## src/hw/rtl/les_pkg.sv

```systemverilog
// Shared types and constants for the LOOK elevator scheduler.
`timescale 1ns / 1ps

package les_pkg;

  localparam int unsigned TableDepthDefault = 16;
  localparam int unsigned SectorBitsDefault = 48;
  localparam int unsigned LengthBits        = 16;
  localparam int unsigned PendingBits       = 5;

  typedef enum logic {
    OP_ADD      = 1'b0,
    OP_DISPATCH = 1'b1
  } les_op_t;

  typedef enum logic [1:0] {
    RES_ADDED      = 2'd0,
    RES_FULL       = 2'd1,
    RES_DISPATCHED = 2'd2,
    RES_EMPTY      = 2'd3
  } les_status_t;

  typedef enum logic [1:0] {
    B_IDLE,
    B_SCAN,
    B_DRAIN,
    B_PICK
  } les_state_t;

  // Command handed from the front queue to the scheduler core.
  typedef struct packed {
    logic    valid;
    les_op_t op;
  } les_cmd_t;

  // Result control handed from the scheduler core to the result queue.
  typedef struct packed {
    logic        push;
    les_status_t status;
    logic        moving_up;
  } les_res_ctl_t;

endpackage

```

## src/hw/rtl/les_front.sv

```systemverilog
// Front queue: take input items, decode the opcode and hold them for the core.
`timescale 1ns / 1ps

module les_front #(
  parameter int unsigned SECTOR_BITS = les_pkg::SectorBitsDefault
) (
  input  logic                          clk,
  input  logic                          rst_n,
  input  logic                          in_push,
  output logic                          in_full,
  input  logic                          in_opcode,
  input  logic [SECTOR_BITS-1:0]        in_request_sector,
  input  logic [les_pkg::LengthBits-1:0] in_request_length,
  output les_pkg::les_cmd_t             cmd,
  input  logic                          cmd_ready,
  output logic [SECTOR_BITS-1:0]        cmd_sector,
  output logic [les_pkg::LengthBits-1:0] cmd_length
);
  import les_pkg::*;

  les_op_t               op_r     [2];
  logic [SECTOR_BITS-1:0] sec_r   [2];
  logic [LengthBits-1:0] len_r    [2];
  logic                  wr_ptr_r, wr_ptr_nxt;
  logic                  rd_ptr_r, rd_ptr_nxt;
  logic [1:0]            count_r, count_nxt;
  logic                  wr_en;
  logic                  rd_en;
  les_op_t               op_dec;

  always_comb begin
    op_dec = les_op_t'(in_opcode);
  end

  assign in_full   = (count_r == 2'd2);
  assign wr_en     = in_push && !in_full;
  assign cmd.valid = (count_r != 2'd0);
  assign cmd.op    = op_r[rd_ptr_r];
  assign cmd_sector = sec_r[rd_ptr_r];
  assign cmd_length = len_r[rd_ptr_r];
  assign rd_en     = cmd.valid && cmd_ready;

  always_comb begin
    wr_ptr_nxt = wr_ptr_r ^ wr_en;
    rd_ptr_nxt = rd_ptr_r ^ rd_en;
    count_nxt  = count_r + {1'b0, wr_en} - {1'b0, rd_en};
  end

  always_ff @(posedge clk) begin
    if (!rst_n) begin
      wr_ptr_r <= 1'b0;
      rd_ptr_r <= 1'b0;
      count_r  <= 2'd0;
    end else begin
      wr_ptr_r <= wr_ptr_nxt;
      rd_ptr_r <= rd_ptr_nxt;
      count_r  <= count_nxt;
    end
  end

  always_ff @(posedge clk) begin
    if (wr_en) begin
      op_r[wr_ptr_r]  <= op_dec;
      sec_r[wr_ptr_r] <= in_request_sector;
      len_r[wr_ptr_r] <= in_request_length;
    end
  end

endmodule

```

## src/hw/rtl/les_core.sv

```systemverilog
// Scheduler core: request table, serial LOOK search and head/direction state.
`timescale 1ns / 1ps

module les_core #(
  parameter int unsigned TABLE_DEPTH = les_pkg::TableDepthDefault,
  parameter int unsigned SECTOR_BITS = les_pkg::SectorBitsDefault
) (
  input  logic                            clk,
  input  logic                            rst_n,
  input  les_pkg::les_cmd_t               cmd,
  output logic                            cmd_ready,
  input  logic [SECTOR_BITS-1:0]          cmd_sector,
  input  logic [les_pkg::LengthBits-1:0]  cmd_length,
  input  logic                            res_full,
  output les_pkg::les_res_ctl_t           res_ctl,
  output logic [SECTOR_BITS-1:0]          res_sector,
  output logic [les_pkg::LengthBits-1:0]  res_length,
  output logic [les_pkg::PendingBits-1:0] res_pending
);
  import les_pkg::*;

  localparam int unsigned IdxW  = $clog2(TABLE_DEPTH);
  localparam int unsigned CntW  = $clog2(TABLE_DEPTH + 1);
  localparam int unsigned HeadW = SECTOR_BITS + 1;

  logic [SECTOR_BITS-1:0] sec_r [TABLE_DEPTH];
  logic [LengthBits-1:0]  len_r [TABLE_DEPTH];

  les_state_t             state_r, state_nxt;
  logic [CntW-1:0]        held_r, held_nxt;
  logic [HeadW-1:0]       head_r, head_nxt;
  logic                   up_r, up_nxt;
  logic [IdxW-1:0]        idx_r, idx_nxt;

  logic                   rd_vld_r;
  logic [SECTOR_BITS-1:0] rd_sec_r;
  logic [LengthBits-1:0]  rd_len_r;
  logic [IdxW-1:0]        rd_idx_r;

  logic                   have_up_r, have_dn_r;
  logic [IdxW-1:0]        up_idx_r, dn_idx_r;
  logic [SECTOR_BITS-1:0] up_sec_r, dn_sec_r;
  logic [LengthBits-1:0]  up_len_r, dn_len_r;

  logic                   tbl_add;
  logic                   tbl_remove;
  logic                   scan_start;
  logic                   scan_read;
  logic                   last_idx;
  logic                   table_full;
  logic                   table_empty;
  logic                   pick_up;
  logic [IdxW-1:0]        pick_idx;
  logic [SECTOR_BITS-1:0] pick_sec;
  logic [LengthBits-1:0]  pick_len;
  logic [HeadW-1:0]       rd_ext;
  logic                   take_up;
  logic                   take_dn;

  assign table_full  = (held_r == CntW'(TABLE_DEPTH));
  assign table_empty = (held_r == '0);
  assign last_idx    = ((CntW'(idx_r) + CntW'(1)) == held_r);

  // LOOK turn: reverse when nothing lies ahead, then reverse back if that side is empty too.
  always_comb begin
    pick_up = up_r;
    if (pick_up && !have_up_r) begin
      pick_up = 1'b0;
    end
    if (!pick_up && !have_dn_r) begin
      pick_up = 1'b1;
    end
    pick_idx = pick_up ? up_idx_r : dn_idx_r;
    pick_sec = pick_up ? up_sec_r : dn_sec_r;
    pick_len = pick_up ? up_len_r : dn_len_r;
  end

  // Strict compares keep the oldest request among equal sectors.
  assign rd_ext  = {1'b0, rd_sec_r};
  assign take_up = rd_vld_r && (rd_ext >= head_r) && (!have_up_r || (rd_sec_r < up_sec_r));
  assign take_dn = rd_vld_r && (rd_ext <= head_r) && (!have_dn_r || (rd_sec_r > dn_sec_r));

  always_comb begin
    state_nxt   = state_r;
    held_nxt    = held_r;
    head_nxt    = head_r;
    up_nxt      = up_r;
    idx_nxt     = idx_r;
    cmd_ready   = 1'b0;
    tbl_add     = 1'b0;
    tbl_remove  = 1'b0;
    scan_start  = 1'b0;
    scan_read   = 1'b0;
    res_ctl     = '{push: 1'b0, status: RES_ADDED, moving_up: up_r};
    res_sector  = '0;
    res_length  = '0;
    res_pending = PendingBits'(held_r);

    case (state_r)
      B_IDLE: begin
        cmd_ready = !res_full;
        if (cmd.valid && !res_full) begin
          if (cmd.op == OP_ADD) begin
            res_ctl.push = 1'b1;
            if (table_full) begin
              res_ctl.status = RES_FULL;
            end else begin
              tbl_add        = 1'b1;
              held_nxt       = held_r + CntW'(1);
              res_ctl.status = RES_ADDED;
              res_pending    = PendingBits'(held_nxt);
            end
          end else if (table_empty) begin
            res_ctl.push   = 1'b1;
            res_ctl.status = RES_EMPTY;
          end else begin
            scan_start = 1'b1;
            idx_nxt    = '0;
            state_nxt  = B_SCAN;
          end
        end
      end
      B_SCAN: begin
        scan_read = 1'b1;
        if (last_idx) begin
          state_nxt = B_DRAIN;
        end else begin
          idx_nxt = idx_r + IdxW'(1);
        end
      end
      B_DRAIN: begin
        state_nxt = B_PICK;
      end
      B_PICK: begin
        tbl_remove        = 1'b1;
        held_nxt          = held_r - CntW'(1);
        up_nxt            = pick_up;
        head_nxt          = {1'b0, pick_sec} + HeadW'(pick_len);
        res_ctl.push      = 1'b1;
        res_ctl.status    = RES_DISPATCHED;
        res_ctl.moving_up = pick_up;
        res_sector        = pick_sec;
        res_length        = pick_len;
        res_pending       = PendingBits'(held_nxt);
        state_nxt         = B_IDLE;
      end
      default: begin
        state_nxt = B_IDLE;
      end
    endcase
  end

  always_ff @(posedge clk) begin
    if (!rst_n) begin
      state_r   <= B_IDLE;
      held_r    <= '0;
      head_r    <= '0;
      up_r      <= 1'b1;
      idx_r     <= '0;
      rd_vld_r  <= 1'b0;
      have_up_r <= 1'b0;
      have_dn_r <= 1'b0;
    end else begin
      state_r  <= state_nxt;
      held_r   <= held_nxt;
      head_r   <= head_nxt;
      up_r     <= up_nxt;
      idx_r    <= idx_nxt;
      rd_vld_r <= scan_read;
      if (scan_start) begin
        have_up_r <= 1'b0;
        have_dn_r <= 1'b0;
      end else begin
        if (take_up) begin
          have_up_r <= 1'b1;
        end
        if (take_dn) begin
          have_dn_r <= 1'b1;
        end
      end
    end
  end

  // Search datapath: register one entry per cycle, then fold it into the best candidates.
  always_ff @(posedge clk) begin
    if (scan_read) begin
      rd_sec_r <= sec_r[idx_r];
      rd_len_r <= len_r[idx_r];
      rd_idx_r <= idx_r;
    end
    if (take_up) begin
      up_idx_r <= rd_idx_r;
      up_sec_r <= rd_sec_r;
      up_len_r <= rd_len_r;
    end
    if (take_dn) begin
      dn_idx_r <= rd_idx_r;
      dn_sec_r <= rd_sec_r;
      dn_len_r <= rd_len_r;
    end
  end

  // Table stays packed in arrival order: append at the tail, close the gap on removal.
  always_ff @(posedge clk) begin
    if (tbl_add) begin
      sec_r[held_r[IdxW-1:0]] <= cmd_sector;
      len_r[held_r[IdxW-1:0]] <= cmd_length;
    end
    if (tbl_remove) begin
      for (int i = 0; i < TABLE_DEPTH - 1; i++) begin
        if (IdxW'(i) >= pick_idx) begin
          sec_r[i] <= sec_r[i+1];
          len_r[i] <= len_r[i+1];
        end
      end
    end
  end

endmodule

```

## src/hw/rtl/les_resq.sv

```systemverilog
// Result queue: two-entry buffer between the core and the result port.
`timescale 1ns / 1ps

module les_resq #(
  parameter int unsigned SECTOR_BITS = les_pkg::SectorBitsDefault
) (
  input  logic                            clk,
  input  logic                            rst_n,
  input  les_pkg::les_res_ctl_t           res_ctl,
  input  logic [SECTOR_BITS-1:0]          res_sector,
  input  logic [les_pkg::LengthBits-1:0]  res_length,
  input  logic [les_pkg::PendingBits-1:0] res_pending,
  output logic                            res_full,
  output logic                            out_empty,
  input  logic                            out_pop,
  output logic [1:0]                      out_status,
  output logic [SECTOR_BITS-1:0]          out_dispatched_sector,
  output logic [les_pkg::LengthBits-1:0]  out_dispatched_length,
  output logic                            out_moving_up,
  output logic [les_pkg::PendingBits-1:0] out_pending_count
);
  import les_pkg::*;

  les_status_t            st_r  [2];
  logic                   up_r  [2];
  logic [SECTOR_BITS-1:0] sec_r [2];
  logic [LengthBits-1:0]  len_r [2];
  logic [PendingBits-1:0] pnd_r [2];
  logic                   wr_ptr_r, wr_ptr_nxt;
  logic                   rd_ptr_r, rd_ptr_nxt;
  logic [1:0]             count_r, count_nxt;
  logic                   wr_en;
  logic                   rd_en;

  assign res_full  = (count_r == 2'd2);
  assign out_empty = (count_r == 2'd0);
  assign wr_en     = res_ctl.push && !res_full;
  assign rd_en     = out_pop && !out_empty;

  assign out_status            = 2'(st_r[rd_ptr_r]);
  assign out_moving_up         = up_r[rd_ptr_r];
  assign out_dispatched_sector = sec_r[rd_ptr_r];
  assign out_dispatched_length = len_r[rd_ptr_r];
  assign out_pending_count     = pnd_r[rd_ptr_r];

  always_comb begin
    wr_ptr_nxt = wr_ptr_r ^ wr_en;
    rd_ptr_nxt = rd_ptr_r ^ rd_en;
    count_nxt  = count_r + {1'b0, wr_en} - {1'b0, rd_en};
  end

  always_ff @(posedge clk) begin
    if (!rst_n) begin
      wr_ptr_r <= 1'b0;
      rd_ptr_r <= 1'b0;
      count_r  <= 2'd0;
    end else begin
      wr_ptr_r <= wr_ptr_nxt;
      rd_ptr_r <= rd_ptr_nxt;
      count_r  <= count_nxt;
    end
  end

  always_ff @(posedge clk) begin
    if (wr_en) begin
      st_r[wr_ptr_r]  <= res_ctl.status;
      up_r[wr_ptr_r]  <= res_ctl.moving_up;
      sec_r[wr_ptr_r] <= res_sector;
      len_r[wr_ptr_r] <= res_length;
      pnd_r[wr_ptr_r] <= res_pending;
    end
  end

endmodule

```

## src/hw/rtl/look_elevator_scheduler.sv

```systemverilog
// Top level of the LOOK disk request scheduler.
`timescale 1ns / 1ps
// Usage:
//   Input side is a queue: drive in_opcode / in_request_sector / in_request_length
//   and raise in_push; the item transfers on a clock edge where in_full is low.
//   Opcode add stores a request; opcode dispatch removes the next request in
//   LOOK order (nearest sector ahead of the head, turning when nothing is ahead,
//   oldest first among equal sectors) and moves the head to sector plus length.
//   Result side is a queue too: while out_empty is low the oldest result is on
//   the out_ ports, and it transfers on an edge where out_pop is high.
//   Every item gives exactly one result, in order.
// Timing:
//   An add, and a dispatch on an empty table, is answered in the idle state and its
//   result is registered in the result queue. A dispatch scans the table one entry
//   per cycle through a registered compare stage, then passes the drain and pick
//   states; the serial scan sets the rate. Two-entry queues on both sides keep
//   taking input while a result waits. When the receiver stalls, the result queue
//   fills, the core holds, then the input queue fills and in_full rises; nothing is dropped.
// Reset:
//   rst_n low at a clock edge empties both queues and the table, puts the head
//   at sector zero and sets the direction to upward.

module look_elevator_scheduler #(
  parameter int unsigned TABLE_DEPTH = les_pkg::TableDepthDefault,
  parameter int unsigned SECTOR_BITS = les_pkg::SectorBitsDefault
) (
  input  logic                            clk,
  input  logic                            rst_n,
  input  logic                            in_push,
  output logic                            in_full,
  input  logic                            in_opcode,
  input  logic [SECTOR_BITS-1:0]          in_request_sector,
  input  logic [les_pkg::LengthBits-1:0]  in_request_length,
  output logic                            out_empty,
  input  logic                            out_pop,
  output logic [1:0]                      out_status,
  output logic [SECTOR_BITS-1:0]          out_dispatched_sector,
  output logic [les_pkg::LengthBits-1:0]  out_dispatched_length,
  output logic                            out_moving_up,
  output logic [les_pkg::PendingBits-1:0] out_pending_count
);
  import les_pkg::*;

  // Front to core
  les_cmd_t               cmd;
  logic                   cmd_ready;
  logic [SECTOR_BITS-1:0] cmd_sector;
  logic [LengthBits-1:0]  cmd_length;

  // Core to result queue
  les_res_ctl_t           res_ctl;
  logic                   res_full;
  logic [SECTOR_BITS-1:0] res_sector;
  logic [LengthBits-1:0]  res_length;
  logic [PendingBits-1:0] res_pending;

  // Accept and decode input items; hold them until the core is free.
  les_front #(
    .SECTOR_BITS (SECTOR_BITS)
  ) u_front (
    .clk               (clk),
    .rst_n             (rst_n),
    .in_push           (in_push),
    .in_full           (in_full),
    .in_opcode         (in_opcode),
    .in_request_sector (in_request_sector),
    .in_request_length (in_request_length),
    .cmd               (cmd),
    .cmd_ready         (cmd_ready),
    .cmd_sector        (cmd_sector),
    .cmd_length        (cmd_length)
  );

  // Execute one item at a time against the request table.
  les_core #(
    .TABLE_DEPTH (TABLE_DEPTH),
    .SECTOR_BITS (SECTOR_BITS)
  ) u_core (
    .clk         (clk),
    .rst_n       (rst_n),
    .cmd         (cmd),
    .cmd_ready   (cmd_ready),
    .cmd_sector  (cmd_sector),
    .cmd_length  (cmd_length),
    .res_full    (res_full),
    .res_ctl     (res_ctl),
    .res_sector  (res_sector),
    .res_length  (res_length),
    .res_pending (res_pending)
  );

  // Buffer finished results so the core keeps going while the receiver stalls.
  les_resq #(
    .SECTOR_BITS (SECTOR_BITS)
  ) u_resq (
    .clk                   (clk),
    .rst_n                 (rst_n),
    .res_ctl               (res_ctl),
    .res_sector            (res_sector),
    .res_length            (res_length),
    .res_pending           (res_pending),
    .res_full              (res_full),
    .out_empty             (out_empty),
    .out_pop               (out_pop),
    .out_status            (out_status),
    .out_dispatched_sector (out_dispatched_sector),
    .out_dispatched_length (out_dispatched_length),
    .out_moving_up         (out_moving_up),
    .out_pending_count     (out_pending_count)
  );

  // The core only produces a result when the result queue has room for it.
  a_no_result_overflow : assert property (@(posedge clk) disable iff (!rst_n)
    res_ctl.push |-> !res_full)
    else $error("core pushed a result into a full result queue");

  // Only a dispatched result carries a sector and a length.
  a_idle_payload_zero : assert property (@(posedge clk) disable iff (!rst_n)
    (!out_empty && (out_status != 2'(RES_DISPATCHED))) |->
      ((out_dispatched_sector == '0) && (out_dispatched_length == '0)))
    else $error("non-dispatch result carries a payload");

  // A rejected add reports a full table.
  a_full_count : assert property (@(posedge clk) disable iff (!rst_n)
    (!out_empty && (out_status == 2'(RES_FULL))) |->
      (out_pending_count == PendingBits'(TABLE_DEPTH)))
    else $error("table-full result with wrong pending count");

  // A command transfers to the core only while the core is idle and has room to answer.
  a_cmd_handoff : assert property (@(posedge clk) disable iff (!rst_n)
    (cmd.valid && cmd_ready) |-> !res_full)
    else $error("command taken while result queue is full");

endmodule
```

## config.mk

```make
export PLATFORM = sky130hd
export DESIGN_NAME = look_elevator_scheduler
export DESIGN_NICKNAME = d
export VERILOG_FILES = /design/src/hw/rtl/les_pkg.sv /design/src/hw/rtl/les_front.sv /design/src/hw/rtl/les_core.sv /design/src/hw/rtl/les_resq.sv /design/src/hw/rtl/look_elevator_scheduler.sv
export SDC_FILE = /design/constraint.sdc
export NUM_CORES = 2
export LEC_CHECK = 0
export BUFFER_PORTS_ARGS = -buffer_cell sky130_fd_sc_hd__buf_2
export CAP_MARGIN = 30
export CORE_MARGIN = 4
export CORE_UTILIZATION = 45
export DETAILED_ROUTE_END_ITERATION = 12
export PLACE_DENSITY = 0.71
export SKIP_LAST_GASP = 1
export SLEW_MARGIN = 0
export SYNTH_ARGS = -nofsm -noshare
export SYNTH_HDL_FRONTEND = slang
export SYNTH_HIERARCHICAL = 1
export SYNTH_SLANG_ARGS = --single-unit
export TNS_END_PERCENT = 50
```

## constraint.sdc

```tcl
create_clock -name clk -period 8.6 [get_ports clk]
set_input_delay 1.72 -clock clk [delete_from_list [all_inputs] [get_ports clk]]
set_output_delay 1.72 -clock clk [all_outputs]
set_load 0.03 [all_outputs]
```

== Word-level counts from Yosys, hierarchy flattened ==
Memory sizes are Yosys's and may differ from the RTL's. A register that Yosys moved wholly into a read port is not among the register bits.
Index checks and enable logic that the tools add are counted.

* Memory bits (writable): 1298
* Word-level logic and storage cells: 208
* Output and inout port bits: 74
* Register bits: 212
* Memories: 10

{| class="wikitable"
|+ Memories
! name !! words !! bits a word !! read ports !! clocked after memory_dff !! write ports !! line !! source
|-
| u_core.sec_r || 16 || 48 || 16 || 1 || 15 || les_core.sv:26 || <nowiki>logic [SECTOR_BITS-1:0] sec_r [TABLE_DEPTH];</nowiki>
|-
| u_core.len_r || 16 || 16 || 16 || 1 || 15 || les_core.sv:27 || <nowiki>logic [LengthBits-1:0] len_r [TABLE_DEPTH];</nowiki>
|-
| u_front.sec_r || 2 || 48 || 1 || 1 || 1 || les_front.sv:22 || <nowiki>logic [SECTOR_BITS-1:0] sec_r [2];</nowiki>
|-
| u_resq.sec_r || 2 || 48 || 1 || 1 || 1 || les_resq.sv:26 || <nowiki>logic [SECTOR_BITS-1:0] sec_r [2];</nowiki>
|-
| u_front.len_r || 2 || 16 || 1 || 1 || 1 || les_front.sv:23 || <nowiki>logic [LengthBits-1:0] len_r [2];</nowiki>
|-
| u_resq.len_r || 2 || 16 || 1 || 1 || 1 || les_resq.sv:27 || <nowiki>logic [LengthBits-1:0] len_r [2];</nowiki>
|-
| 4 more memories || -- || -- || -- || -- || -- || -- ||
|}

* Add/sub/neg operators: 9
* $lt $le $gt $ge: 19
* Bitwise operators: 5
* Multiplexer cells: 103
* Equality and inequality tests: 12
* Reductions and logical operators: 29

{| class="wikitable"
|+ Operators by type and width
! operator !! count
|-
| two-way mux 48 bit || 3
|-
| two-way mux 1 bit || 76
|-
| adder 48 x 16 -> 49 bit || 1
|-
| >= comparator 48 x 49 -> 1 bit || 1
|-
| less-or-equal comparator 48 x 49 -> 1 bit || 1
|-
| > comparator 48 bit || 1
|-
| < comparator 48 bit || 1
|-
| two-way mux 16 bit || 3
|-
| OR reduction 48 bit || 1
|-
| >= comparator 4 bit (first input constant) || 7
|-
| two-way mux 4 bit || 7
|-
| >= comparator 3 x 4 -> 1 bit (first input constant) || 4
|-
| OR reduction 16 bit || 1
|-
| two-way mux 5 bit || 3
|-
| logical AND 1 bit || 11
|-
| one-hot mux 5 bit (2 select lines) || 1
|-
| two-way mux 3 bit || 3
|-
| == test 2 bit (second input constant) || 4
|-
| >= comparator 1 x 4 -> 1 bit (first input constant) || 2
|-
| >= comparator 2 x 4 -> 1 bit (first input constant) || 2
|-
| two-way mux 2 bit || 4
|-
| one-hot mux 2 bit (4 select lines) || 1
|-
| one-hot mux 4 bit (2 select lines) || 1
|-
| zero test 1 bit || 6
|-
| 21 further kinds || 32
|}

== Logic depth before layout (Yosys ltp) ==
* Depth in word-level cells: 13
* Mapped depth: 20

== Cells and area by module ==
The synthesis kept the hierarchy.

{| class="wikitable"
|+ By module, submodules not included
! module !! instances !! cells each !! area an instance (sq um) !! seq. area each (sq um)
|-
| les_core || 1 || 4357 || 65387.7 || 38156.6
|-
| les_resq || 1 || 249 || 5810.6 || 4424.2
|-
| les_front || 1 || 227 || 5158.7 || 4003.8
|}

== Least setup slack after synthesis ==
Ideal clock, no wire load.

* Kind: register to register
* From: reg u_core.rd_sec_r[26], read port of u_core.sec_r
* To: reg u_core.up_idx_r[0], enable pin
* Period minus slack after synthesis: 7.450 ns
* Path slack: 1.150 ns
* Required time: 8.005 ns
* Arrival time: 6.855 ns
* Cell stages (with the launch flop): 10
* Path buffers: 0
* Cells stage by stage: edfxtp_1 ha_1 nand4_1 or3_1 nor2_1 nand2_1 nor2_1 and4_1 o41ai_1 a211oi_1

* Word-level cells in the longest chain between the ends: 3
* Elaborated cells on any way between the ends: 5

{| class="wikitable"
|+ RTL lines
! element !! line !! source
|-
| start: declaration || les_core.sv:36 || <nowiki>logic [SECTOR_BITS-1:0] rd_sec_r;</nowiki>
|-
| >= comparator 48 x 49 -> 1 bit / < comparator 48 bit (equally long branches) || les_core.sv:80 || <nowiki>assign take_up = rd_vld_r && (rd_ext >= head_r) && (!have_up_r || (rd_sec_r < up_sec_r));</nowiki>
|-
| logical AND 1 bit / logical OR 1 bit (equally long branches) || les_core.sv:80 ||
|-
| logical AND 1 bit (*) || les_core.sv:80 ||
|-
| named net u_core.take_up || les_core.sv:57 || <nowiki>logic take_up;</nowiki>
|-
| end signal: assignment || les_core.sv:192 || <nowiki>up_idx_r <= rd_idx_r;</nowiki>
|-
| end: declaration || les_core.sv:41 || <nowiki>logic [IdxW-1:0] up_idx_r, dn_idx_r;</nowiki>
|}

Mark *: on every way through the listed nets, which the timed path passes. The rest lies on a longest branch.
A chain may end at the register's enable or synchronous reset.

== Final worst setup path ==
* From: reg u_core.have_dn_r
* To: reg u_core.head_r[46]

* Word-level cells in the longest chain between the ends: 5
* Elaborated cells on any way between the ends: 6

{| class="wikitable"
|+ RTL lines
! element !! line !! source
|-
| start: declaration || les_core.sv:40 || <nowiki>logic have_up_r, have_dn_r;</nowiki>
|-
| start signal: assignment || les_core.sv:162 || <nowiki>have_dn_r <= 1'b0;</nowiki>
|-
| start signal: assignment || les_core.sv:172 || <nowiki>have_dn_r <= 1'b0;</nowiki>
|-
| start signal: assignment || les_core.sv:178 || <nowiki>have_dn_r <= 1'b1;</nowiki>
|-
| zero test 1 bit (*) || les_core.sv:70 || <nowiki>if (!pick_up && !have_dn_r) begin</nowiki>
|-
| logical AND 1 bit (*) || les_core.sv:70 ||
|-
| two-way mux 1 bit (*) || les_core.sv:70 ||
|-
| two-way mux 48 bit / two-way mux 16 bit (equally long branches) || les_core.sv:74, les_core.sv:75 ||
|-
| adder 48 x 16 -> 49 bit (*) || les_core.sv:138 || <nowiki>head_nxt = {1'b0, pick_sec} + HeadW'(pick_len);</nowiki>
|-
| end signal: assignment || les_core.sv:166 || <nowiki>head_r <= head_nxt;</nowiki>
|-
| end: declaration || les_core.sv:31 || <nowiki>logic [HeadW-1:0] head_r, head_nxt;</nowiki>
|}

Mark *: on every way between the ends. The rest lies on a longest branch, timed or not.

==> results.md <==
- The first-pass iteration count of the detailed router is 6.
- Along the worst hold path, the cell count comes to 0.
- The pin count of the biggest net entering global routing is 128.
- The number of cells on the critical path is 13.
- From bottom edge to top edge, the die measures 420 um.
- Post-CTS timing repair inserted 0 buffers for setup.
- The worst setup path is captured at a register.
- The final-report hold violation count is 0.
- Summing internal, switching and leakage power gives 21.8 mW.
- Tracing the worst setup path back leads to its startpoint at u_core/have_dn_r.
- Leaving out fill and tap cells, the most frequent cell in the layout is edfxtp_1.
- The highest ir drop seen on vdd is 0.142 mV.
- Pin placement for this block handled 143 I/O pins.
- Clock-pin slew was measured on the worst setup and hold paths at 0.06 ns.
- The flow ran to the end, and the final reports show no timing, DRC or antenna violations.
- Synthesis produced a netlist with a net count of 5080.
- The floorplan has 150 rows.
- The number of max-cap violations is 0.
- The deepest clock path buffer count is 3.
- For this configuration, the core starts out at a cell density of 45.5%.
- Setup violations remaining at the end of the flow were counted as 0.
- The synthesized flop and latch total is 1576.
- The share of the clock period used by the worst path after layout is 53.5%.
- The total overflow left after global routing is 0.
- The sum of buffers and inverters on the critical path is 2.
- The number of buffers added to fix hold violations after cts is 0.
- The root buffer cell is clkbuf_16.
- Each instance of the synthesized netlist takes up on average 15.8 um2.
- After layout, the minimum clock period comes to 4.60 ns.
- The met1 track utilization from global routing is 28.8%.
- The type of the worst setup path is reg2reg.
- The H-tree level count is 4.
- The overall die area is 176000 um2.
- The slowest cell on the critical path is a311oi_4.
- In this run the most used layer during global routing was met2.
- The number of buffers inserted during clock tree synthesis is 167.
- The clock tree skew after final layout is 0.0278 ns.
- The number of antenna violations at the first check in global routing was 12.
- The final weighted congestion in routability-driven placement is 0.896.
- Static timing analysis puts the maximum clock frequency at 0.217 GHz.
- The worst hold slack is 0.451 ns.
- The total DRC errors in the routed layout is 0.
- The half-perimeter wire length after detailed placement is 119000 um.
- The static leakage is 29.0 nW.
- The count of synthesis-stage warnings from yosys is 6.
- The worst hold path belongs to the class reg2reg.
- Global routing used 21.1% of the available tracks.
- The nature of the critical path startpoint is a register.
- The via count normalized by instance count is 5.90.
- The cell type group with the largest total delay on the critical path is compound AO/OA/AOI/OAI gates.
- The average detailed-routed wire length per instance is 25.9 um.
- The fraction of the yosys area taken by sequential cells is 61.0%.
- The CTS tree is built.
- The delay of the slowest cell on the worst path is 0.64 ns.
- The critical path goes through a21boi_4 -> buf_4 -> buf_4 -> o21ai_0 -> ha_1 -> and3_1 -> nand3_1 -> o22a_1 -> a311oi_4 -> or4b_4 -> nor4_4 -> mux2i_1 -> nor2_1.
- The netlist area before placement is 76400 um2.
- The global-route track usage on met3 is 3.20%.
- The total detailed-routing wirelength is 187000 um.
- The maximum net fanout on the critical path is 51.
- The async set-or-reset flop fraction in the synthesized netlist is 0%.
- The number of vias in the routed layout is 42711.
- Adding up every negative setup slack in the final design gives 0 ns.
- Cells with a size suffix above 1 make up 35.8% of the layout.
- In this run the power density over the cells is 257 nW/um2.
- Setup repair after global routing left no endpoint under its margin.
- The number of pins with negative max-slew slack in the final report is 0.
- For the worst flop-to-flop path, the logic depth is 13.
- The number of instances in the synthesized netlist is 4833.
- The placed cell area is 79600 um2.
- The slew at the pin closest to its max-slew limit is 1.07 ns.
- Leaving out fill and tap cells, the most frequent cells in the layout are 1502 x edfxtp_1, 854 x mux2_2, 496 x nand2_1, 320 x mux4_2, 171 x ha_1.
- The first-pass GRT wire length is 280000 um.
- The core outline area is 168000 um2.
- The final net count is 5147.
- The via count of the first global-routing pass is 43333.
- The area added between synthesis and finish is 11.2%.
- The count of buffers from port buffering is 142.
- The most repeated library cell on the critical path is buf_4.
- The cell area after layout is 84900 um2.
- The detailed router's first-iteration violation count is 4070.
- The die width is 420 um.
- The post-placement cell count is 6931.
- The origin of the worst min-delay path is u_core/rd_idx_r[3].
- The post-synthesis cell type count is 77.
- Data arrives at the worst endpoint at 5.28 ns.
- The worst-skew pair later-pin latency is 0.81 ns.
- The total clock sinks is 1576.
- The global-route met2 utilization is 34.6%.
- The headroom to the max-slew limit is 28.4%.
- The final cell count without fillers is 7241.
- The worst register-to-register path begins at u_core/have_dn_r.
- Data on the critical path is required at its endpoint by 9.28 ns.
- For this run, the leading register cell type out of synthesis is edfxtp_1.
- The number of synthesized flops with an enable pin is 1502.
- The detail route stage leaves a number of antenna-violating nets equal to 0.
- Once the clock tree was built, the resizer swapped 0 gates to a different size.
[power by group]
| group | switching (mW) | internal (mW) | total [mW] |
|---|---|---|---|
| Combinational | 2.68 | 2.26 | 4.93 |
| Sequential | 0.300 | 9.62 | 9.93 |
| Clock | 2.99 | 3.93 | 6.92 |
[registers in the layout (all words and copies together) (netlist names), 4 cells and up, named ones only]
register and count:
u_core/len_r 256, u_core/idx_r 4, u_core/rd_idx_r 4, u_resq/len_r 32
u_core/up_idx_r 4, u_core/held_r 5, u_core/head_r 49, u_front/len_r 32
u_core/dn_sec_r 48, u_core/dn_idx_r 4, u_resq/pnd_r 10, u_core/rd_len_r 16
u_core/up_len_r 16, u_core/up_sec_r 48, u_resq/st_r 4, u_core/dn_len_r 16
u_core/rd_sec_r 48, u_resq/sec_r 96, u_core/sec_r 768, u_front/sec_r 96
[cells in the mapped netlist (17+ instances only)]
cell / count / area, um2
a21oi_1: 109 / 546
nor2_1: 142 / 533
inv_1: 169 / 634
buf_2: 40 / 200
nand4_1: 41 / 257
edfxtp_1: 1502 / 45100
mux4_2: 320 / 7210
nor4_1: 17 / 106
dfxtp_1: 74 / 1480
mux2i_1: 47 / 470
clkbuf_1: 228 / 856
xor2_1: 18 / 158
ha_1: 177 / 2210
nand3_1: 46 / 230
xnor2_1: 31 / 272
nand2_1: 511 / 1920
buf_1: 39 / 146
mux2_4: 121 / 1820
o21ai_0: 62 / 310
nor3_1: 17 / 85.1
a21o_1: 77 / 578
mux2_2: 854 / 9620
and2_1: 26 / 163
[worst paths after layout]
kind	to	slack, ns
setup reg to reg	u_core/head_r[46]	4.00
setup / recovery	u_core/head_r[46]	4.00
hold / removal	u_core/up_idx_r[3]	0.45
hold reg to reg	u_core/up_idx_r[3]	0.45
[through the flow]
step	utilization, %	setup slack (ns)
6_report	50.5	4.00
3_5_place_dp	47.4	4.08
3_3_place_gp	47.2	4.11
2_1_floorplan	-	1.15
5_1_grt	50.5	3.75
4_1_cts	50.5	3.98
[kinds of logic after synthesis]
logic type / after synthesis / share of synthesized area [%]
mux: 1342 / 25.0
flops: 1576 / 61.0
buf+inv: 493 / 2.72
compound gates: 326 / 2.74
xor+xnor: 51 / 0.621
simple gates: 867 / 4.95
fa+ha+maj: 178 / 2.93
[final cells by class]
type	count	area [um2]
antenna	3	7.51
clock buffer	220	4460
tap	2204	2760
fill	13584	83100
sequential	1576	46600
clock inverter	83	763
inverter	170	638
multi-input combinational	2764	28100
timing repair buffer	221	1570
[layer usage]
layer,part of all wire [%],vias up
li1,-,18768
met1,42,22084
met2,48,1545
met3,6.7,310
met4,3.0,4
met5,0.017,-
No activity file was read; power rests on OpenSTA's default activity.
